File: src/design/lms_ram.sv
// lms_ram: generic single-write, single-read ram with registered read data
// no dependencies
`default_nettype none

module lms_ram #(
    parameter int  WIDTH  = 16,
    parameter int  DEPTH  = 256,
    localparam int ADDR_W = $clog2(DEPTH)
) (
    input  wire logic              clk,
    input  wire logic              we,
    input  wire logic [ADDR_W-1:0] waddr,
    input  wire logic [WIDTH-1:0]  wdata,
    input  wire logic [ADDR_W-1:0] raddr,
    output logic      [WIDTH-1:0]  rdata
);

    logic [WIDTH-1:0] ram_reg [DEPTH];
    logic [WIDTH-1:0] rdata_reg;

    always_ff @(posedge clk)
    begin
        if (we)
        begin
            ram_reg[waddr] <= wdata;
        end
        rdata_reg <= ram_reg[raddr];
    end

    assign rdata = rdata_reg;

endmodule

`default_nettype wire

File: config.mk
export PLATFORM = sky130hd
export DESIGN_NAME = lms_ram
export DESIGN_NICKNAME = d
export VERILOG_FILES = /design/src/design/lms_ram.sv
export SDC_FILE = /design/constraint.sdc
export NUM_CORES = 2
export LEC_CHECK = 0
export BUFFER_PORTS_ARGS = -buffer_cell sky130_fd_sc_hd__buf_2
export CELL_PAD_IN_SITES_DETAIL_PLACEMENT = 0
export CELL_PAD_IN_SITES_GLOBAL_PLACEMENT = 1
export CORE_MARGIN = 2
export CORE_UTILIZATION = 30
export CTS_CLUSTER_DIAMETER = 150
export CTS_CLUSTER_SIZE = 24
export DETAILED_ROUTE_END_ITERATION = 8
export GPL_TIMING_DRIVEN = 1
export MAX_ROUTING_LAYER = met4
export PLACE_DENSITY_LB_ADDON = 0.1
export SETUP_SLACK_MARGIN = 0.02
export SLEW_MARGIN = 20
export SYNTH_ARGS = -nofsm -noshare
export SYNTH_HDL_FRONTEND = slang
export SYNTH_SLANG_ARGS = --single-unit
File: constraint.sdc
create_clock -name clk -period 2.31 [get_ports clk]
set_input_delay 0.3465 -clock clk [delete_from_list [all_inputs] [get_ports clk]]
set_output_delay 0.3465 -clock clk [all_outputs]
set_load 0.01 [all_outputs]
==> impl_metrics.prom <==
# TYPE chip_impl_metric gauge
chip_impl_metric{name="synth_xor_area_share",unit="%"} 0
chip_impl_metric{name="detail_route.first_pass.iterations",unit=""} 6
chip_impl_metric{name="synthAdderAreaFrac",unit="%"} 0
chip_impl_info{name="synth.top_cells.by_area",value="edfxtp_1 77%, mux4_2 11%, mux2i_1 3.6%"} 1
chip_impl_metric{name="finalWeightedCongestion",unit=""} 0.820
chip_impl_metric{name="synth_largest_type_area_fraction",unit="%"} 77.5
chip_impl_metric{name="ys_ff_latch",unit=""} 4112
chip_impl_metric{name="fillCellCount",unit=""} 48731
chip_impl_metric{name="postSynthCellCount",unit=""} 7360
chip_impl_metric{name="critical_path_required",unit="ns"} 3.15
chip_impl_info{name="worst_setup_path_end_kind",value="flop"} 1
chip_impl_metric{name="detail_route.vias_per_cell",unit=""} 5.11
chip_impl_info{name="clock_tree_from_tritoncts",value="built"} 1
chip_impl_metric{name="period_share",unit="%"} 112
chip_impl_metric{name="placement_rows",unit=""} 267
chip_impl_metric{name="routed-via-count",unit=""} 79056
chip_impl_metric{name="synth-warning-count",unit=""} 0
chip_impl_info{name="most_common_library_cell_in_the_layout_ignoring_fill_and_taps",value="edfxtp_1"} 1
chip_impl_metric{name="drt_drc_violations_left",unit=""} 0
chip_impl_metric{name="routed_wire_length_per_instance",unit="um"} 33.5
chip_impl_metric{name="worstPathMaxFanout",unit=""} 1
chip_impl_metric{name="first_iter_violations",unit=""} 7663
chip_impl_metric{name="dieArea",unit="mm2"} 0.535
chip_impl_info{name="min-delay-path-class",value="input port to flop"} 1
chip_impl_metric{name="critPathArrivalTime",unit="ns"} 3.43
chip_impl_metric{name="compound_gate_portion_of_the_synthesized_area",unit="%"} 3.54
chip_impl_info{name="critical_path_class",value="flop to flop"} 1
chip_impl_metric{name="synth_edf_count",unit=""} 4096
chip_impl_metric{name="part_of_the_yosys_area_used_for_sequential_elements",unit="%"} 77.7
chip_impl_metric{name="max_cap_violations",unit=""} 0
chip_impl_metric{name="antenna_violations_before_repair",unit=""} 35
chip_impl_metric{name="grt_pass1_wl",unit="mm"} 704
chip_impl_metric{name="grt_util_all_layers",unit="%"} 19.6
chip_impl_info{name="rsz_0062_raised_after_global_routing",value="true"} 1
chip_impl_metric{name="dieHeight",unit="um"} 731
chip_impl_metric{name="largest_reg_flops",unit=""} 4096
chip_impl_metric{name="grt_max_degree",unit=""} 89
chip_impl_metric{name="netlist-cell-type-count",unit=""} 52
chip_impl_metric{name="final_non_filler_cell_area",unit="mm2"} 0.187
chip_impl_info{name="cts_root_buf",value="clkbuf_16"} 1
chip_impl_metric{name="multiplexer_share_of_the_synthesized_area",unit="%"} 15.5
chip_impl_metric{name="synth-async-reset-ratio",unit="%"} 0
chip_impl_metric{name="postSynthNetCount",unit=""} 7394
chip_impl_metric{name="overflow",unit=""} 0
chip_impl_metric{name="fin_util",unit="%"} 35.5
chip_impl_metric{name="finalClockSkew",unit="ns"} 0.0765
chip_impl_metric{name="route.antenna.remaining_nets",unit=""} 0
chip_impl_metric{name="fmax",unit="GHz"} 0.385
chip_impl_metric{name="slew_headroom",unit="%"} 38.5
chip_impl_metric{name="synth_area",unit="mm2"} 0.159
chip_impl_metric{name="htree_levels",unit=""} 4
chip_impl_metric{name="later_pin_clock_latency_in_the_skew_report",unit="ns"} 0.98
chip_impl_info{name="cp-start-kind",value="flop"} 1
chip_impl_metric{name="clk_pin_slew_worst_paths",unit="ns"} 0.12
chip_impl_info{name="failed_checks",value="setup timing"} 1
chip_impl_metric{name="numCtsBuffers",unit=""} 193
chip_impl_metric{name="static-leakage-power",unit="nW"} 58.6
chip_impl_info{name="synth_area_leader_cell",value="edfxtp_1"} 1
chip_impl_metric{name="layout-area-overhead-vs-synth",unit="%"} 17.9
chip_impl_metric{name="synth.avg_cell_area",unit="um2"} 21.6
chip_impl_metric{name="setup_slack",unit="ns"} -0.285
chip_impl_info{name="final_cell_mix",value="4096 x edfxtp_1, 800 x buf_4, 797 x mux4_2, 565 x mux2i_1, 404 x buf_12"} 1
chip_impl_metric{name="die_x",unit="um"} 731
chip_impl_metric{name="post-place-ws",unit="ns"} -1.88
chip_impl_metric{name="clkSinkCount",unit=""} 4112
chip_impl_metric{name="placement.io_buffers",unit=""} 49
chip_impl_metric{name="core_area",unit="mm2"} 0.528
chip_impl_metric{name="ctsLongestPathBuffers",unit=""} 4
chip_impl_info{name="most_instantiated_flip_flop_cell_in_the_synthesis_netlist",value="edfxtp_1"} 1
chip_impl_metric{name="power-per-cell-area",unit="mW/mm2"} 703
chip_impl_info{name="run_status",value="finished, violations left"} 1
chip_impl_metric{name="io_pins",unit=""} 50
chip_impl_metric{name="detailed_place_hpwl",unit="mm"} 335
chip_impl_metric{name="post_route_cells_drive_above_1_share",unit="%"} 31.6
chip_impl_metric{name="timing_hold_violations_final",unit=""} 0
chip_impl_metric{name="final_net_count",unit=""} 8449
chip_impl_metric{name="period_minus_slack",unit="ns"} 2.60
chip_impl_metric{name="route.final.wire_length",unit="mm"} 519
chip_impl_metric{name="post_dp_cell_area",unit="mm2"} 0.180
chip_impl_metric{name="tightestPinTransition",unit="ns"} 0.919
chip_impl_metric{name="grt_pass1_vias",unit=""} 80686
chip_impl_metric{name="power.ir.vdd_worst",unit="mV"} 0.511
chip_impl_metric{name="slew_violations",unit=""} 0
chip_impl_metric{name="synth_simple_gate_area_share",unit="%"} 1.57
chip_impl_metric{name="start_util",unit="%"} 30.1
chip_impl_metric{name="setup_violations",unit=""} 13
chip_impl_info{name="combinational_family_with_the_most_area_after_synthesis",value="multiplexers"} 1
[kinds of logic after synthesis]
logic type | Yosys count
AO/OA/AOI/OAI | 786
buffers and inverters | 456
multiplexers | 1450
AND/OR/NAND/NOR | 556
flip-flops | 4112
[synth_stat cells (37+ instances only)]
master and n:
edfxtp_1 4096, mux4_2 797, mux2i_1 565, nor2_1 304, o221ai_1 252, clkbuf_1 230
a21oi_1 175, o22ai_1 148, nor3_1 92, mux2_2 88, buf_6 77, buf_2 76
a22oi_1 43, nand2_1 38, o21ai_0 37
[through the flow]
step | power (mW) | setup TNS (ns) | hold slack (ns) | std cells
2_1_floorplan | 88.0 | -392.66 | 0.445 | 7360
3_3_place_gp | 93.8 | -22.99 | 0.690 | 15190
3_5_place_dp | 93.9 | -23.35 | 0.700 | 15190
4_1_cts | 133 | -1.65 | 0.0497 | 15456
5_1_grt | 136 | -1.87 | 0.126 | 15465
6_report | 132 | -1.50 | 0.150 | 15475
[worst paths after layout]
path / slack, ns / from / end / cells past startpoint
setup / recovery: -0.29 / ram_reg[55][3]$_DFFE_PP_ / rdata[3]$_DFF_P_ / 5
setup reg to reg: -0.29 / ram_reg[55][3]$_DFFE_PP_ / rdata[3]$_DFF_P_ / 5
hold reg to reg: 1.18 / ram_reg[233][14]$_DFFE_PP_ / rdata[14]$_DFF_P_ / 6
hold / removal: 0.15 / waddr[1] / ram_reg[199][14]$_DFFE_PP_ / 5
[report_power, final]
part           switching [mW]  total, mW  internal [mW]
Sequential              0.170       82.3           82.1
Clock                    23.7       39.2           15.5
Combinational            6.16       10.1           3.92
Total                    30.0        132            102
[layer usage]
| layer | vias to the layer above | track usage, % | routed length, um | part of all wire (%) |
|---|---|---|---|---|
| met5 | - | - | 0 | 0 |
| met4 | 0 | 3.79 | 11500 | 2.2 |
| met3 | 396 | 1.74 | 21300 | 4.1 |
| met2 | 1871 | 31.8 | 251000 | 48 |
| met1 | 43665 | 27.2 | 235000 | 45 |
| li1 | 33124 | - | - | - |
[cell type report]
| cell class | count | area, um2 | share of cell area (%) |
|---|---|---|---|
| clock buffers | 236 | 5030 | 2.69 |
| well taps | 6994 | 8750 | 4.68 |
| multi-input cells | 2792 | 34200 | 18.3 |
| diodes | 14 | 35.0 | 0.0187 |
| clock inverters | 11 | 199 | 0.106 |
| inverters | 4 | 27.5 | 0.0147 |
| repair buffers | 1312 | 15600 | 8.34 |
| flip-flops and latches | 4112 | 123000 | 65.9 |
[worst max-delay path, stage by stage (launching register included)]
cell and delay [ns]:
edfxtp_1 0.39, mux4_2 0.49, mux4_2 0.60, a22o_4 0.33, o32ai_4 0.50, nor4_1 0.13
[what timing repair did]
action / in CTS / in global routing
hold buffers: 17 / 0
pin swaps: 25 / 17
endpoints found under the setup margin: 17 / 16
resized for setup: 125 / 61
gates cloned: 3 / 8
setup buffers: 0 / 1
hold endpoints to repair: 929 / 0
(Power assumes the default switching activity.)
