--- config.mk ---
export PLATFORM = sky130hd
export DESIGN_NAME = lms_mac
export DESIGN_NICKNAME = d
export VERILOG_FILES = /design/src/design/lms_pkg.sv /design/src/design/lms_mac.sv
export SDC_FILE = /design/constraint.sdc
export NUM_CORES = 2
export LEC_CHECK = 0
export ABC_AREA = 1
export BUFFER_PORTS_ARGS = -buffer_cell sky130_fd_sc_hd__buf_4
export CORE_MARGIN = 2
export CORE_UTILIZATION = 30
export CTS_BUF_LIST = sky130_fd_sc_hd__clkbuf_4 sky130_fd_sc_hd__clkbuf_8 sky130_fd_sc_hd__clkbuf_16
export CTS_CLUSTER_DIAMETER = 200
export DETAILED_ROUTE_END_ITERATION = 7
export GPL_TIMING_DRIVEN = 0
export PLACE_DENSITY = 0.47
export SETUP_SLACK_MARGIN = 0.02
export SLEW_MARGIN = 40
export SYNTH_ARGS = -nofsm -noshare
export SYNTH_HDL_FRONTEND = slang
export SYNTH_SLANG_ARGS = --single-unit
export TNS_END_PERCENT = 1
--- constraint.sdc ---
create_clock -name clk -period 6.7 [get_ports clk]
set_input_delay 0.67 -clock clk [delete_from_list [all_inputs] [get_ports clk]]
set_output_delay 0.67 -clock clk [all_outputs]
set_load 0.05 [all_outputs]
--- src/design/lms_pkg.sv ---
// lms_pkg: shared widths, register indexes, state and operation codes
// for the lms adaptive filter; no dependencies
`default_nettype none

package lms_pkg;

    localparam int SAMPLE_W     = 16;
    localparam int COEF_W       = 32;
    localparam int STEP_W       = 16;
    localparam int TAPS_W       = 9;
    localparam int CFG_DATA_W   = 16;
    localparam int CFG_IDX_W    = 1;
    localparam int EST_SHIFT    = 30;
    localparam int ERR_LIMIT    = 32767;
    localparam int STEP_RESET   = 1966;
    localparam int TAPS_RESET   = 256;
    localparam int DEF_MAX_TAPS = 256;

    localparam logic [CFG_IDX_W-1:0] REG_STEP_SIZE   = 1'd0;
    localparam logic [CFG_IDX_W-1:0] REG_TAPS_IN_USE = 1'd1;

    typedef enum logic [2:0] {
        ST_CLEAR,
        ST_IDLE,
        ST_FILTER,
        ST_ROUND,
        ST_DIFF,
        ST_POST,
        ST_SCALE,
        ST_UPDATE
    } st_t;

    typedef enum logic [1:0] {
        OP_FILTER,
        OP_SCALE,
        OP_UPDATE
    } op_t;

    typedef struct packed {
        op_t  op;
        logic clear;
        logic acc_clr;
        logic acc_en;
        logic est_en;
        logic err_en;
        logic out_load;
        logic se_en;
        logic mic_load;
    } ctl_t;

endpackage

`default_nettype wire

--- src/design/lms_mac.sv ---
// lms_mac: shared multiplier with accumulate, rounding, error and coefficient update
// depends on lms_pkg; driven by lms_seq through lms_pkg::ctl_t
`default_nettype none

module lms_mac #(
    parameter int  MAX_TAPS = lms_pkg::DEF_MAX_TAPS,
    localparam int ACC_W    = lms_pkg::COEF_W + lms_pkg::SAMPLE_W + $clog2(MAX_TAPS),
    localparam int EST_W    = ACC_W - lms_pkg::EST_SHIFT + 1,
    localparam int ERR_W    = EST_W + 1,
    localparam int MUL_B_W  = lms_pkg::STEP_W + 1,
    localparam int MUL_A_W  = ERR_W + MUL_B_W,
    localparam int PROD_W   = MUL_A_W + MUL_B_W,
    localparam int DELTA_W  = PROD_W - lms_pkg::STEP_W + 1,
    localparam int SUM_W    = DELTA_W + 1
) (
    input  wire logic                                clk,
    input  wire lms_pkg::ctl_t                       ctl,
    input  wire logic [lms_pkg::STEP_W-1:0]          step_size,
    input  wire logic signed [lms_pkg::SAMPLE_W-1:0] mic_sample,
    input  wire logic signed [lms_pkg::SAMPLE_W-1:0] ref_sample,
    input  wire logic [lms_pkg::SAMPLE_W-1:0]        hist_rdata,
    input  wire logic [lms_pkg::COEF_W-1:0]          coef_rdata,
    output logic      [lms_pkg::SAMPLE_W-1:0]        hist_wdata,
    output logic      [lms_pkg::COEF_W-1:0]          coef_wdata,
    output logic signed [lms_pkg::SAMPLE_W-1:0]      error_out
);

    localparam int SW = lms_pkg::SAMPLE_W;
    localparam int CW = lms_pkg::COEF_W;

    localparam logic signed [ACC_W:0]  EST_HALF   = (ACC_W+1)'(2**(lms_pkg::EST_SHIFT-1));
    localparam logic signed [PROD_W:0] DELTA_HALF = (PROD_W+1)'(2**(lms_pkg::STEP_W-1));
    localparam logic signed [ERR_W-1:0] ERR_POS   = ERR_W'(lms_pkg::ERR_LIMIT);
    localparam logic signed [ERR_W-1:0] ERR_NEG   = -ERR_POS;
    localparam logic signed [SW-1:0]    OUT_POS   = SW'(lms_pkg::ERR_LIMIT);
    localparam logic signed [SW-1:0]    OUT_NEG   = -OUT_POS;
    localparam logic [CW-1:0]           COEF_MAX  = {1'b0, {(CW-1){1'b1}}};
    localparam logic [CW-1:0]           COEF_MIN  = {1'b1, {(CW-1){1'b0}}};

    logic signed [MUL_A_W-1:0] mul_a;
    logic signed [MUL_B_W-1:0] mul_b;
    logic signed [PROD_W-1:0]  prod_reg;
    logic signed [ACC_W-1:0]   acc_reg;
    logic signed [EST_W-1:0]   est_reg;
    logic signed [ERR_W-1:0]   err_reg;
    logic signed [MUL_A_W-1:0] se_reg;
    logic signed [DELTA_W-1:0] delta_reg;
    logic [CW-1:0]             coef_d_reg [2];
    logic signed [SW-1:0]      mic_reg;
    logic signed [SW-1:0]      out_reg;

    logic [ACC_W:0]            acc_round;
    logic [PROD_W:0]           prod_round;
    logic [SUM_W-1:0]          coef_sum;
    logic [SUM_W-CW:0]         sum_high;
    logic                      sum_ovf;
    logic [CW-1:0]             coef_sat;
    logic signed [SW-1:0]      err_sat;

    // shared multiplier operand select
    always_comb
    begin
        unique case (ctl.op)
            lms_pkg::OP_SCALE:
            begin
                mul_a = {{(MUL_A_W-ERR_W){err_reg[ERR_W-1]}}, err_reg};
                mul_b = {1'b0, step_size};
            end
            lms_pkg::OP_UPDATE:
            begin
                mul_a = se_reg;
                mul_b = {hist_rdata[SW-1], hist_rdata};
            end
            default:
            begin
                mul_a = {{(MUL_A_W-CW){coef_rdata[CW-1]}}, coef_rdata};
                mul_b = {hist_rdata[SW-1], hist_rdata};
            end
        endcase
    end

    assign acc_round  = {acc_reg[ACC_W-1], acc_reg} + EST_HALF;
    assign prod_round = {prod_reg[PROD_W-1], prod_reg} + DELTA_HALF;

    // coefficient plus delta, clamped to the signed 32-bit range
    assign coef_sum = {{(SUM_W-CW){coef_d_reg[1][CW-1]}}, coef_d_reg[1]}
                    + {delta_reg[DELTA_W-1], delta_reg};
    assign sum_high = coef_sum[SUM_W-1:CW-1];
    assign sum_ovf  = !((&sum_high) || !(|sum_high));
    assign coef_sat = sum_ovf ? (coef_sum[SUM_W-1] ? COEF_MIN : COEF_MAX)
                              : coef_sum[CW-1:0];

    always_comb
    begin
        if (err_reg > ERR_POS)
        begin
            err_sat = OUT_POS;
        end
        else if (err_reg < ERR_NEG)
        begin
            err_sat = OUT_NEG;
        end
        else
        begin
            err_sat = err_reg[SW-1:0];
        end
    end

    always_ff @(posedge clk)
    begin
        prod_reg      <= mul_a * mul_b;
        delta_reg     <= prod_round[PROD_W:lms_pkg::STEP_W];
        coef_d_reg[0] <= coef_rdata;
        coef_d_reg[1] <= coef_d_reg[0];
        if (ctl.acc_clr)
        begin
            acc_reg <= '0;
        end
        else if (ctl.acc_en)
        begin
            acc_reg <= acc_reg + prod_reg[ACC_W-1:0];
        end
        if (ctl.mic_load)
        begin
            mic_reg <= mic_sample;
        end
        if (ctl.est_en)
        begin
            est_reg <= acc_round[ACC_W:lms_pkg::EST_SHIFT];
        end
        if (ctl.err_en)
        begin
            err_reg <= {{(ERR_W-SW){mic_reg[SW-1]}}, mic_reg}
                     - {est_reg[EST_W-1], est_reg};
        end
        if (ctl.se_en)
        begin
            se_reg <= prod_reg[MUL_A_W-1:0];
        end
        if (ctl.out_load)
        begin
            out_reg <= err_sat;
        end
    end

    assign hist_wdata = ctl.clear ? '0 : ref_sample;
    assign coef_wdata = ctl.clear ? '0 : coef_sat;
    assign error_out  = out_reg;

endmodule

`default_nettype wire

==> run_results.csv <==
group,metric,value,unit
placed_design,dpl.hpwl,153,mm
timing,fin_skew,0.0233,ns
layout,final_util,37.1,%
layout,multi_input_area,35200,µm²
clocking,cts.path.max_buffers,3,
die,die_area,162000,µm²
timing,setup_violations,14,
setup_path,critPathSlowestCell,"fa_1",
layout,largest_reg_flops,64,
layout,final-instance-count-excl-fill,8723,
layout,regArea,8550,µm²
synthesis,synth_top_flop_cell,"dfxtp_1",
synthesis,synth_top_family_by_area,"adder cells",
clocking,clk_pin_slew,0.06,ns
setup_path,worstPathRequired,7.16,ns
die,initial_core_util,30.2,%
die,die_h,403,µm
clocking,h-tree-depth,2,
grt,grt_usage,22.7,%
die,die_w,403,µm
synthesis,synth_compound_area_share,6.96,%
layout,num-fill-cells,16601,
clocking,insertion_delay,0.57,ns
timing,finalWorstSetupSlack,-0.147,ns
timing,maxSlewHeadroom,41.1,%
grt,grt-ovfl-total,0,
synthesis,yosysTopAreaCell,"fa_1",
synthesis,avgSynthCellArea,7.71,µm²
grt,grt_pass1_vias,42321,
setup_path,crit_path_max_fanout,5,
min_path,min_path_type,"input port to flip-flop",
synthesis,yosysTopAreaCellShare,30.2,%
synthesis,synth_xor_xnor_area_share,4.13,%
synthesis,synth_most_common_cell,"inv_1",
synthesis,ys_ff_latch,361,
grt,grt_pass1_wl,274,mm
clocking,cts-root-buf,"clkbuf_16",
die,ios,171,
synthesis,synthSimpleGateAreaFrac,20.7,%
synthesis,postSynthCellCount,6190,
synthesis,synth_edf_count,132,
setup_path,cp_common_cell,"nand2_1",
route,drc,0,
setup_path,crit_arrival,7.31,ns
timing,fmax,0.146,GHz
layout,nets,7716,
setup_path,crit_path_start_kind,"input port",
synthesis,synth_area_leaders,"fa_1 30%, inv_1 11%, nand2_1 11%, dfxtp_1 9.6%, edfxtp_1 8.3%",
timing,fin_crit,6.85,ns
synthesis,synthAdderAreaFrac,37.4,%
synthesis,yosysWarnings,0,
timing,period_share,102,%
placed_design,placed_cells,8434,
route,ant_nets,0,
clocking,cts_hold_buf,0,
setup_path,critPathKind,"input port to flip-flop",
die,placeableCoreArea,158000,µm²
die,rows,146,
synthesis,synth.distinct_cells,59,
route,vias,41378,
setup_path,cp-end-kind,"flip-flop",
grt,antenna_found_initial,11,
job,cap_viol_max_count,0,
placed_design,gp_congestion,0.934,
status,violations,"negative setup slack",
synthesis,asyncSetResetFlopFracSynth,0,%
synthesis,synthMuxAreaShare,0.0419,%
layout,area_growth,23.1,%
clocking,cts_sinks,361,
synthesis,synth_fp_nets,7291,
route,drtIter0Drc,3347,
synthesis,netlist_area,47700,µm²
placed_design,portBuffers,168,
status,status,"finished with violations",
synthesis,synth_common_cells,"1452 x inv_1, 1338 x nand2_1, 719 x fa_1, 706 x nor2_1, 275 x ha_1",
grt,grt_max_degree,46,
synthesis,ys_seq_area_share,17.9,%
timing,final-hold-violation-count,0,
timing,tightest_slew,0.884,ns
route,drt-vias-per-instance,4.74,
layout,drive_above_1_share,15.9,%
route,firstDrtPassIters,6,
timing,slew_viol_final,0,
setup_path,max_stage_delay,0.60,ns
route,avgRoutedWirePerCell,21.2,µm
clocking,cts_tree,"done",
clocking,cts_buffers,41,
route,wirelength,185,mm
timing,rsz0062_at_grt,"yes",
cells by family (layout without fill, tap and decap cells):
family / count (synthesis) / count (layout)
flops: 361 / 361
simple gates: 2411 / 2411
xor+xnor: 224 / 224
buf+inv: 1621 / 2079
mux: 2 / 2
compound gates: 577 / 577
fa+ha+maj: 994 / 994
other cells: 0 / 3
cell usage in the layout (no fill, tap or decap), types with 42 or more instances in the layout:
| cell type | count |
|---|---|
| o21ai_0 | 134 |
| nand2_2 | 42 |
| inv_1 | 1395 |
| fa_1 | 691 |
| ha_4 | 45 |
| xor2_1 | 123 |
| xnor2_1 | 88 |
| buf_4 | 337 |
| nand3_1 | 140 |
| a21oi_1 | 209 |
| clkbuf_16 | 73 |
| nor2_2 | 53 |
| nor2_1 | 667 |
| ha_1 | 230 |
| edfxtp_1 | 132 |
| dfxtp_1 | 229 |
| nand2_1 | 1267 |
metal layers:
metal	routed length, µm	GRT usage (%)	part of all wire (%)
met1	82600	31.2	45
met2	85500	37.7	46
met5	46	0	0.025
met4	6900	7.19	3.7
met3	10000	2.14	5.4
timing repair:
item / in CTS / in global routing
resized for setup: 690 / 113
pin swaps: 149 / 77
setup endpoints to repair: 54 / 39
cloned: 9 / 0
setup buffers: 174 / 29
critical path, delay by kind of cell:
kind / cells / cell delay (ns)
AO/OA/AOI/OAI: 4 / 0.57
buffers and inverters: 11 / 1.13
AND/OR/NAND/NOR: 14 / 1.36
adder cells (fa/ha/maj): 8 / 3.51
metrics by stage:
stage               TNS (ns)  hold WS, ns  setup slack, ns  instance area (µm²)
finish                -0.924        0.206           -0.147                58700
global route           -5.21        0.189           -0.325                58700
CTS                   -0.112        0.176          -0.0327                58100
detailed placement   -117.21        0.312            -2.64                52000
global placement     -154.75        0.312            -3.30                51900
floorplan                  0        0.310          0.00197                48000
area by class of cell:
class | instances | share of cell area [%]
flip-flops and latches | 361 | 14.6
clock buffers | 57 | 2.05
repair inverters | 2 | 0.0298
clock inverters | 19 | 0.398
inverters | 1486 | 10.1
well taps | 2072 | 4.41
multi-input cells | 4208 | 60.0
repair buffers | 382 | 5.70
plain buffers | 133 | 2.78
diodes | 3 | 0.0128
final timing paths:
| check | startpoint | endpoint | slack (ns) | cells past startpoint |
|---|---|---|---|---|
| worst min-delay path | coef_rdata[21] | coef_d_reg[0][21]$_DFF_P_ | 0.21 | 1 |
| worst max register to register | err_reg[27]$_DFFE_PP_ | prod_reg[53]$_DFF_P_ | 0.06 | 29 |
| worst min register to register | coef_d_reg[0][31]$_DFF_P_ | coef_d_reg[0][63]$_DFF_P_ | 0.32 | 0 |
| worst max-delay path | ctl[9] | prod_reg[54]$_DFF_P_ | -0.15 | 37 |
Power is not shown: default switching activity piles up to over one toggle a cycle in this logic, so the estimate is an artifact.
