$ cat src/design/lms_pkg.sv
// lms_pkg: shared widths, register indexes, state and operation codes
// for the lms adaptive filter; no dependencies
`default_nettype none

package lms_pkg;

    localparam int SAMPLE_W     = 16;
    localparam int COEF_W       = 32;
    localparam int STEP_W       = 16;
    localparam int TAPS_W       = 9;
    localparam int CFG_DATA_W   = 16;
    localparam int CFG_IDX_W    = 1;
    localparam int EST_SHIFT    = 30;
    localparam int ERR_LIMIT    = 32767;
    localparam int STEP_RESET   = 1966;
    localparam int TAPS_RESET   = 256;
    localparam int DEF_MAX_TAPS = 256;

    localparam logic [CFG_IDX_W-1:0] REG_STEP_SIZE   = 1'd0;
    localparam logic [CFG_IDX_W-1:0] REG_TAPS_IN_USE = 1'd1;

    typedef enum logic [2:0] {
        ST_CLEAR,
        ST_IDLE,
        ST_FILTER,
        ST_ROUND,
        ST_DIFF,
        ST_POST,
        ST_SCALE,
        ST_UPDATE
    } st_t;

    typedef enum logic [1:0] {
        OP_FILTER,
        OP_SCALE,
        OP_UPDATE
    } op_t;

    typedef struct packed {
        op_t  op;
        logic clear;
        logic acc_clr;
        logic acc_en;
        logic est_en;
        logic err_en;
        logic out_load;
        logic se_en;
        logic mic_load;
    } ctl_t;

endpackage

`default_nettype wire

$ cat src/design/lms_seq.sv
// lms_seq: sequencer, tap counter, history pointer and configuration registers
// depends on lms_pkg; controls lms_mac and both lms_ram instances
`default_nettype none

module lms_seq #(
    parameter int  MAX_TAPS = lms_pkg::DEF_MAX_TAPS,
    localparam int ADDR_W   = $clog2(MAX_TAPS),
    localparam int CNT_W    = $clog2(MAX_TAPS + 1)
) (
    input  wire logic                              clk,
    input  wire logic                              rst_n,
    input  wire logic                              cfg_write_en,
    input  wire logic [lms_pkg::CFG_IDX_W-1:0]     cfg_index,
    input  wire logic [lms_pkg::CFG_DATA_W-1:0]    cfg_data,
    input  wire logic                              in_valid,
    output logic                                   in_ready,
    output logic                                   out_valid,
    input  wire logic                              out_ready,
    output logic [lms_pkg::STEP_W-1:0]             step_size,
    output lms_pkg::ctl_t                          ctl,
    output logic                                   hist_we,
    output logic [ADDR_W-1:0]                      hist_waddr,
    output logic [ADDR_W-1:0]                      hist_raddr,
    output logic                                   coef_we,
    output logic [ADDR_W-1:0]                      coef_waddr,
    output logic [ADDR_W-1:0]                      coef_raddr
);

    localparam int CMP_W = (CNT_W > lms_pkg::TAPS_W) ? CNT_W : lms_pkg::TAPS_W;
    localparam logic [CMP_W-1:0]  TAPS_MAX_C = CMP_W'(MAX_TAPS);
    localparam logic [CNT_W-1:0]  TAPS_RST   = (lms_pkg::TAPS_RESET > MAX_TAPS)
                                             ? CNT_W'(MAX_TAPS)
                                             : CNT_W'(lms_pkg::TAPS_RESET);
    localparam logic [ADDR_W-1:0] LAST_ADDR  = ADDR_W'(MAX_TAPS - 1);

    lms_pkg::st_t               state_reg, state_next;
    logic [CNT_W-1:0]           k_reg, k_next;
    logic [ADDR_W-1:0]          wp_reg, wp_next;
    logic [ADDR_W-1:0]          haddr_reg, haddr_next;
    logic [2:0]                 vld_reg, vld_next;
    logic                       out_valid_reg, out_valid_next;
    logic [lms_pkg::STEP_W-1:0] step_reg, step_next;
    logic [CNT_W-1:0]           taps_reg, taps_next;
    logic [ADDR_W-1:0]          ka_reg [3];

    logic [CMP_W-1:0]           taps_raw;
    logic                       taps_wr;
    logic                       accept;
    logic                       issue;
    logic                       busy;
    logic                       out_free;
    logic [ADDR_W-1:0]          wp_inc;
    logic [ADDR_W-1:0]          haddr_dec;

    assign in_ready  = (state_reg == lms_pkg::ST_IDLE);
    assign accept    = in_valid && in_ready;
    assign issue     = ((state_reg == lms_pkg::ST_FILTER) || (state_reg == lms_pkg::ST_UPDATE))
                    && (k_reg < taps_reg);
    assign busy      = |vld_reg;
    assign out_free  = !out_valid_reg || out_ready;
    assign wp_inc    = (wp_reg == LAST_ADDR) ? '0 : wp_reg + ADDR_W'(1);
    assign haddr_dec = (haddr_reg == '0) ? LAST_ADDR : haddr_reg - ADDR_W'(1);
    assign taps_raw  = CMP_W'(cfg_data[lms_pkg::TAPS_W-1:0]);

    // register write decode
    always_comb
    begin
        step_next = step_reg;
        taps_next = taps_reg;
        taps_wr   = 1'b0;
        if (cfg_write_en)
        begin
            unique case (cfg_index)
                lms_pkg::REG_STEP_SIZE:
                begin
                    step_next = cfg_data[lms_pkg::STEP_W-1:0];
                end
                lms_pkg::REG_TAPS_IN_USE:
                begin
                    taps_wr = 1'b1;
                    if (taps_raw == '0)
                    begin
                        taps_next = CNT_W'(1);
                    end
                    else if (taps_raw > TAPS_MAX_C)
                    begin
                        taps_next = CNT_W'(MAX_TAPS);
                    end
                    else
                    begin
                        taps_next = CNT_W'(taps_raw);
                    end
                end
            endcase
        end
    end

    // next state
    always_comb
    begin
        state_next = state_reg;
        unique case (state_reg)
            lms_pkg::ST_CLEAR:
            begin
                if (k_reg == CNT_W'(MAX_TAPS - 1))
                begin
                    state_next = lms_pkg::ST_IDLE;
                end
            end
            lms_pkg::ST_IDLE:
            begin
                if (accept)
                begin
                    state_next = lms_pkg::ST_FILTER;
                end
            end
            lms_pkg::ST_FILTER:
            begin
                if (!issue && !busy)
                begin
                    state_next = lms_pkg::ST_ROUND;
                end
            end
            lms_pkg::ST_ROUND:
            begin
                state_next = lms_pkg::ST_DIFF;
            end
            lms_pkg::ST_DIFF:
            begin
                state_next = lms_pkg::ST_POST;
            end
            lms_pkg::ST_POST:
            begin
                if (out_free)
                begin
                    state_next = lms_pkg::ST_SCALE;
                end
            end
            lms_pkg::ST_SCALE:
            begin
                state_next = lms_pkg::ST_UPDATE;
            end
            lms_pkg::ST_UPDATE:
            begin
                if (!issue && !busy)
                begin
                    state_next = lms_pkg::ST_IDLE;
                end
            end
            default:
            begin
                state_next = lms_pkg::ST_CLEAR;
            end
        endcase
        if (taps_wr)
        begin
            state_next = lms_pkg::ST_CLEAR;
        end
    end

    // datapath controls
    always_comb
    begin
        ctl          = '0;
        ctl.op       = lms_pkg::OP_FILTER;
        unique case (state_reg)
            lms_pkg::ST_CLEAR:
            begin
                ctl.clear = 1'b1;
            end
            lms_pkg::ST_ROUND:
            begin
                ctl.est_en = 1'b1;
            end
            lms_pkg::ST_DIFF:
            begin
                ctl.err_en = 1'b1;
            end
            lms_pkg::ST_POST:
            begin
                ctl.op       = lms_pkg::OP_SCALE;
                ctl.out_load = out_free;
            end
            lms_pkg::ST_SCALE:
            begin
                ctl.se_en = 1'b1;
            end
            lms_pkg::ST_UPDATE:
            begin
                ctl.op = lms_pkg::OP_UPDATE;
            end
            default:
            begin
                ctl.clear = 1'b0;
            end
        endcase
        ctl.acc_clr  = accept;
        ctl.mic_load = accept;
        ctl.acc_en   = vld_reg[1] && (state_reg == lms_pkg::ST_FILTER);
    end

    // counters, pointers and pipeline tracking
    always_comb
    begin
        k_next         = k_reg;
        wp_next        = wp_reg;
        haddr_next     = haddr_reg;
        vld_next       = {vld_reg[1:0], issue};
        out_valid_next = out_valid_reg;
        if (taps_wr)
        begin
            k_next = '0;
        end
        else if (state_reg == lms_pkg::ST_CLEAR)
        begin
            k_next = k_reg + CNT_W'(1);
        end
        else if (accept || (state_reg == lms_pkg::ST_SCALE))
        begin
            k_next = '0;
        end
        else if (issue)
        begin
            k_next = k_reg + CNT_W'(1);
        end
        if (accept)
        begin
            wp_next    = wp_inc;
            haddr_next = wp_inc;
        end
        else if (state_reg == lms_pkg::ST_SCALE)
        begin
            haddr_next = wp_reg;
        end
        else if (issue)
        begin
            haddr_next = haddr_dec;
        end
        if (ctl.out_load)
        begin
            out_valid_next = 1'b1;
        end
        else if (out_ready)
        begin
            out_valid_next = 1'b0;
        end
    end

    always_ff @(posedge clk or negedge rst_n)
    begin
        if (!rst_n)
        begin
            state_reg     <= lms_pkg::ST_CLEAR;
            k_reg         <= '0;
            wp_reg        <= '0;
            haddr_reg     <= '0;
            vld_reg       <= '0;
            out_valid_reg <= 1'b0;
            step_reg      <= lms_pkg::STEP_W'(lms_pkg::STEP_RESET);
            taps_reg      <= TAPS_RST;
        end
        else
        begin
            state_reg     <= state_next;
            k_reg         <= k_next;
            wp_reg        <= wp_next;
            haddr_reg     <= haddr_next;
            vld_reg       <= vld_next;
            out_valid_reg <= out_valid_next;
            step_reg      <= step_next;
            taps_reg      <= taps_next;
        end
    end

    // write address follows the multiply pipeline
    always_ff @(posedge clk)
    begin
        ka_reg[0] <= k_reg[ADDR_W-1:0];
        ka_reg[1] <= ka_reg[0];
        ka_reg[2] <= ka_reg[1];
    end

    assign hist_we    = ctl.clear || accept;
    assign hist_waddr = ctl.clear ? k_reg[ADDR_W-1:0] : wp_inc;
    assign hist_raddr = haddr_reg;
    assign coef_we    = ctl.clear || (vld_reg[2] && (state_reg == lms_pkg::ST_UPDATE));
    assign coef_waddr = ctl.clear ? k_reg[ADDR_W-1:0] : ka_reg[2];
    assign coef_raddr = k_reg[ADDR_W-1:0];
    assign out_valid  = out_valid_reg;
    assign step_size  = step_reg;

`ifndef ASSERT_OFF
    a_coef_write_phase: assert property (@(posedge clk) disable iff (!rst_n)
        coef_we |-> ((state_reg == lms_pkg::ST_CLEAR) || (state_reg == lms_pkg::ST_UPDATE)))
        else $error("coefficient write outside clear or update");

    a_drained_at_round: assert property (@(posedge clk) disable iff (!rst_n)
        (state_reg == lms_pkg::ST_ROUND) |-> (vld_reg == 3'b000))
        else $error("filter pipeline not drained before rounding");

    a_tap_count_bound: assert property (@(posedge clk) disable iff (!rst_n)
        ((state_reg == lms_pkg::ST_FILTER) || (state_reg == lms_pkg::ST_UPDATE))
        |-> (k_reg <= taps_reg))
        else $error("tap counter past active taps");

    a_taps_range: assert property (@(posedge clk) disable iff (!rst_n)
        (taps_reg != '0) && (taps_reg <= CNT_W'(MAX_TAPS)))
        else $error("tap count out of range");

    a_accept_starts_filter: assert property (@(posedge clk) disable iff (!rst_n)
        (accept && !taps_wr) |=> (state_reg == lms_pkg::ST_FILTER))
        else $error("accepted word did not start the filter pass");
`endif

endmodule

`default_nettype wire

$ cat config.mk
export PLATFORM = sky130hd
export DESIGN_NAME = lms_seq
export DESIGN_NICKNAME = d
export VERILOG_FILES = /design/src/design/lms_pkg.sv /design/src/design/lms_seq.sv
export SDC_FILE = /design/constraint.sdc
export NUM_CORES = 1
export LEC_CHECK = 0
export ABC_AREA = 0
export ABC_CLOCK_PERIOD_IN_PS = 3600
export BUFFER_PORTS_ARGS = -buffer_cell sky130_fd_sc_hd__buf_2
export CORE_ASPECT_RATIO = 1.2
export CORE_MARGIN = 2
export CORE_UTILIZATION = 40
export CTS_BUF_LIST = sky130_fd_sc_hd__clkbuf_4
export CTS_CLUSTER_DIAMETER = 120
export CTS_CLUSTER_SIZE = 14
export DETAILED_ROUTE_END_ITERATION = 7
export PLACE_DENSITY = 0.6
export SETUP_SLACK_MARGIN = 0.4
export SYNTH_ARGS = -nofsm -noshare
export SYNTH_HDL_FRONTEND = slang
export SYNTH_SLANG_ARGS = --single-unit
$ cat constraint.sdc
create_clock -name clk -period 3.6 [get_ports clk]
set_input_delay 0.72 -clock clk [delete_from_list [all_inputs] [get_ports clk]]
set_output_delay 0.72 -clock clk [all_outputs]
set_load 0.02 [all_outputs]
==> results_dict.tcl, run 1 <==
set metrics [dict create \
    multi_input_area_um2 1820 \
    yosys.cell_count.top_type "nand2_1" \
    crit_slowest_cell "dfrtp_1" \
    arrival_ps 2270 \
    crit_cells 6 \
    die_y_um 113 \
    synth.cell_area_um2 4000 \
    use_met1_pct 22.4 \
    overflow 0 \
    endpoint "hist_waddr[0]" \
    viasPerCell 5.38 \
    slowest_delay_ps 680 \
    syn_area_per_cell_um2 9.70 \
    setup_viol 0 \
    fillers 929 \
    ys_top_cells_by_area "dfrtp_1, dfxtp_1, dfstp_2" \
    yosysSeqAreaShare_pct 48.0 \
    met2_usage_pct 29.6 \
    cp_top_family "buffers and inverters" \
    antenna_cells 0 \
    cts_root_buf "clkbuf_4" \
    postCtsSetupBuffers 0 \
    synth_edf_count 0 \
    asyncSetResetFlopFracSynth_pct 70.4 \
    rsz0062_at_grt "false" \
    powerDensity_nw_per_um2 718 \
    antenna_found_initial 0 \
    slew_headroom_pct 28.5 \
    clkTransAtPathRegs_ps 130 \
    synthAdderAreaFrac_pct 4.07 \
    dp_hpwl_mm 6.67 \
    synth_cell_types 61 \
    crit_type "register to primary output" \
    ir_worst_vdd_mv 0.244 \
    rr_startpoint "taps_reg[8]" \
    first_pass_iters 4 \
    cp_max_fo 24 \
    synth_top_family_by_area "simple AND/OR/NAND/NOR gates" \
    crit_required_ps 2880 \
    totalWireLength_mm 9.08 \
    crit_buf_inv 3 \
    r2r_cells 8 \
    synthToLayoutAreaGrowth_pct 13.2 \
    nNetsFinal 512 \
    port_buffers 83 \
    grt_pass1_vias 3128 \
    period_share_pct 82.9 \
    hold_violations 0 \
    critPathLaunchType "register" \
    final.setup_skew_ps 14.6 \
    synthTopCellsByCount "nand2_1, dfrtp_1, o21ai_0" \
    p_total_uw 3240 \
    max-clock-path-buffers 2 \
    use_met3_pct 3.17 \
    cap_violations 0 \
    largest_reg_flops 24 \
    place.gp.congestion 0.810 \
    h-tree-depth 3 \
    clock_latency_ps 440 \
    ant_nets 0 \
    yosysTopAreaCell "dfrtp_1" \
    path_cells "or3_1 -> buf_4 -> clkinv_2 -> nand2_1 -> o21ai_0 -> buf_2" \
    numCtsBuffers 9 \
    grt_pass1_wl_mm 14.9 \
    die_w_um 95.2 \
    drcViolationCount 0 \
    syn_inst 412 \
    r2r_setup_slack_ps 890 \
    fin_crit_ps 2990 \
    fmax_mhz 335 \
    drtIter0Drc 173 \
    status "complete, no violations" \
    hold_slack_ps 340 \
    timing.rr.end "hist_raddr[2]" \
    slew_viol_final 0 \
    finalSetupTns_ps 0 \
    wl_per_cell_um 15.0 \
    ys_ff_latch 81 \
    synth_xor_area_share_pct 1.94 \
    clock-sinks 81 \
    die_area_um2 10800 \
    synth.area.mux_share_pct 6.08 \
    synth_top_area_share_pct 30.1 \
    worst_setup_path_end_kind "primary output" \
    gr-max-usage-layer "met2" \
    start_util_pct 41.6 \
    power_leakage_uw 0.00218 \
    ios 84 \
    hp-start "ka_reg[0][8]" \
    final-seq-area_um2 1920 \
    ys_warn_count 0 \
    gr-usage-all-layers_pct 17.8 \
    synth_fp_nets 447 \
    synth_simple_gate_area_share_pct 17.4 \
    ys.flop_type "dfrtp_1" \
    cts_tree "built" \
    worst_slew_pin_slew_ps 1070 \
    coreArea_um2 9610 \
    min_path_type "register to register" \
    vias 3253 \
    row_count 39 \
    drive_gt1_share_pct 29.7 \
    synth_compound_area_share_pct 16.1 \
    startpoint "state_reg[2]" \
    grt_max_degree 48 \
]
-- per-stage QoR --
step	utilization, %	instances	instance area, um2	setup slack (ps)
6_report	47.0	605	4520	614
5_1_grt	47.0	605	4520	418
4_1_cts	47.0	605	4520	609
3_3_place_gp	45.8	589	4400	859
2_1_floorplan	-	412	4000	1220
3_5_place_dp	45.8	589	4400	837
-- cell families (layout without fill, tap and decap cells) --
group                    Yosys count  count (layout)
multiplexers                      22              22
buffers and inverters             51             121
flip-flops                        81              81
adder cells (fa/ha/maj)           13              13
XOR/XNOR                           8               8
AO/OA/AOI/OAI                     95              95
AND/OR/NAND/NOR                  142             142
-- where the power goes --
part	switching [uW]	internal, uW
Clock	321	154
Sequential	220	1100
Combinational	912	541
Total	1450	1790
-- layout by cell type, fill, tap and decap left out, types with 4 or more instances in the layout --
| master | Yosys | routed |
|---|---|---|
| nand3b_1 | 7 | 7 |
| nor2_1 | 20 | 20 |
| dfrtp_1 | 48 | 48 |
| clkbuf_4 | 0 | 10 |
| inv_1 | 15 | 15 |
| dfxtp_1 | 24 | 24 |
| a21o_1 | 4 | 4 |
| mux2i_1 | 4 | 4 |
| o31ai_1 | 5 | 5 |
| xor2_1 | 5 | 5 |
| dfstp_2 | 9 | 9 |
| nand3_1 | 11 | 11 |
| buf_2 | 5 | 83 |
| or3_1 | 13 | 13 |
| o21ai_1 | 6 | 6 |
| ha_1 | 13 | 13 |
| a21oi_1 | 17 | 17 |
| mux2_2 | 18 | 18 |
| and3_1 | 7 | 7 |
| nand2_1 | 62 | 62 |
| o21ai_0 | 30 | 30 |
| nor3_1 | 5 | 5 |
| o32a_1 | 4 | 4 |
-- worst reg2reg max path: stages, from the launching register on --
cell and delay [ps]:
dfstp_2 530, inv_1 50, ha_1 280, o21ai_0 70, o2111ai_1 210, a211o_1 510
inv_2 240, nor2_2 340, mux2_2 370
-- timing repair --
action / in CTS / in global routing
hold buffers: 0 / 0
resized for setup: 1 / 0
setup endpoints to repair: 11 / 0
-- how the worst min path moves through the flow --
stage,depth (start not counted),end,slack (ps)
after floorplan,0,ka_reg[0][10],310
after global placement,0,ka_reg[0][14],310
after detailed placement,0,ka_reg[0][12],310
after CTS,0,ka_reg[0][13],340
after global routing,0,ka_reg[0][13],340
final,0,ka_reg[0][16],340
-- routing by layer --
metal / routed length, um / vias to the layer above / share of wire (%)
met5: 0 / - / 0
met3: 364 / 18 / 4.0
met2: 4470 / 78 / 49
li1: - / 1573 / -
met4: 240 / 0 / 2.6
met1: 4010 / 1584 / 44
-- layout make-up --
cell class,instances,area share [%]
repair buffers,86,9.69
clock buffers,10,1.66
well taps,123,3.40
multi-input cells,280,40.3
clock inverters,6,0.886
inverters,19,1.61
flip-flops and latches,81,42.4
(Power assumes the default switching activity.)
==> run 2: changes to the inputs <==
- ABC_CLOCK_PERIOD_IN_PS: 3600 -> 2800
- clock period: 3.6 -> 2.8 ns (I/O delays scaled with it)
==> run 2 against run 1 <==
Net effect: global-route usage up 1.4 points; clock skew grew 8.9 ps; register-to-register slack got worse by 350 ps; critical path depth unchanged; sequential share of layout area decreased by 2.9 points; wire length grew 8.9%; utilization up 3.8 points; final area rose by 8.1%; hold slack got worse by 200 ps; first-iteration DRC count fell by 31%; sequential power rose by 23%; count of clock-buffer cells in the layout up 1; critical endpoint is now hist_waddr[6].
==> results_dict.tcl, run 2 (synthesis gave the netlist of run 1 again) <==
set metrics [dict create \
    status "complete, no violations" \
    r2r_cells 7 \
    die_area_um2 10800 \
    synthToLayoutAreaGrowth_pct 22.4 \
    viasPerCell 5.27 \
    holdBufCountCts 0 \
    coreArea_um2 9610 \
    start_util_pct 41.6 \
    crit_required_ps 2240 \
    fin_crit_ps 2410 \
    antenna_found_initial 0 \
    slew_viol_final 0 \
    ir_worst_vdd_mv 0.366 \
    pre_cts_slack_ps 496 \
    rr_startpoint "k_reg[6]" \
    die_y_um 113 \
    final.setup_skew_ps 23.5 \
    slew_headroom_pct 52.1 \
    cts_tree "built" \
    power_leakage_uw 0.00234 \
    fillers 924 \
    min_path_type "input port to async pin" \
    worst_setup_path_end_kind "primary output" \
    drtIter0Drc 119 \
    layout_commonest_cell "buf_2" \
    port_buffers 83 \
    grt_pass1_wl_mm 16.1 \
    totalWireLength_mm 9.89 \
    arrival_ps 1850 \
    layout_setup_ws_ps 391 \
    period_share_pct 86.0 \
    dp_hpwl_mm 6.84 \
    cts_root_buf "clkbuf_4" \
    first_pass_iters 4 \
    row_count 39 \
    max-clock-path-buffers 2 \
    nNetsFinal 537 \
    gr-usage-all-layers_pct 19.2 \
    startpoint "wp_reg[2]" \
    ios 84 \
    hold_violations 0 \
    r2r_setup_slack_ps 540 \
    largest_reg_flops 24 \
    overflow 0 \
    layout_common_cells "buf_2, nand2_1, dfrtp_1" \
    place_area_um2 4440 \
    clock_latency_ps 440 \
    p_total_uw 4700 \
    vias 3317 \
    numCtsBuffers 9 \
    wl_per_cell_um 15.7 \
    final_area_um2 4890 \
    setup_viol 0 \
    grt_pass1_vias 3235 \
    worst_slew_pin_slew_ps 718 \
    cp_max_fo 6 \
    drive_gt1_share_pct 37.5 \
    rsz0062_at_grt "true" \
    crit_type "register to primary output" \
    grt_max_degree 28 \
    timing.rr.end "k_reg[6]" \
    fmax_mhz 415 \
    cap_violations 0 \
    h-tree-depth 3 \
    ant_nets 0 \
    critPathLaunchType "register" \
    antenna_cells 0 \
    drcViolationCount 0 \
    powerDensity_nw_per_um2 961 \
    clock-sinks 81 \
    place.gp.congestion 0.835 \
    die_w_um 95.2 \
    finalSetupTns_ps 0 \
    clkTransAtPathRegs_ps 130 \
]
run 2: changes by cell type in the layout (fill, tap and decap cells not counted), sizes merged:
cell / change
buf: +25
clkinv: +2
bufinv: +2
clkbuf: +1
inv: -5
run 2: routing by layer:
metal | global-route usage (%) | share of wire [%] | wire, um | vias to the layer above
met5 | 0 | 0 | 0 | -
met2 | 31.2 | 49 | 4830 | 99
met3 | 3.37 | 5.0 | 498 | 19
met4 | 7.15 | 2.1 | 209 | 0
met1 | 25.6 | 44 | 4350 | 1578
li1 | - | - | - | 1621
run 2: report_power, final:
part	internal (uW)	total (uW)	leakage [uW]	switching (uW)
sequential	1420	1620	0.000887	195
combinational	920	2290	0.00137	1370
clock	383	787	0.0000887	404
run 2: timing repair:
item,4_1_cts,5_1_grt
pin swaps,2,6
setup buffers,16,4
setup endpoints to repair,22,16
resized for setup,26,19
run 2: metrics by stage:
| stage | util, % | std cells | hold slack [ps] |
|---|---|---|---|
| after floorplan | - | 412 | 264 |
| after global placement | 46.2 | 594 | 310 |
| after detailed placement | 46.2 | 594 | 312 |
| after CTS | 49.9 | 626 | 143 |
| after global routing | 50.9 | 630 | 157 |
| final | 50.9 | 630 | 141 |
run 2: worst max-delay path by stage:
stage               cells after the start  slack (ps)       endpoint
floorplan                               5         580  hist_waddr[6]
global placement                        9         570   state_reg[0]
detailed placement                      7         500  hist_raddr[6]
CTS                                     5         390  hist_waddr[5]
global route                            5         320  hist_waddr[5]
finish                                  6         390  hist_waddr[6]
run 2: final cells by class:
class,instances,area [um2],area share [%]
sequential,81,1930,39.5
multi-input combinational,280,1900,38.9
timing repair buffer,111,652,13.3
tap,123,154,3.15
inverter,19,86.3,1.77
clock buffer,11,82.6,1.69
clock inverter,5,81.3,1.66
run 2: worst max-delay path: stages (launching register included):
cell and delay (ps):
dfrtp_2 450, buf_4 170, and3_1 180, nand3_1 120, xor2_1 240, o21ai_1 90, buf_2 160
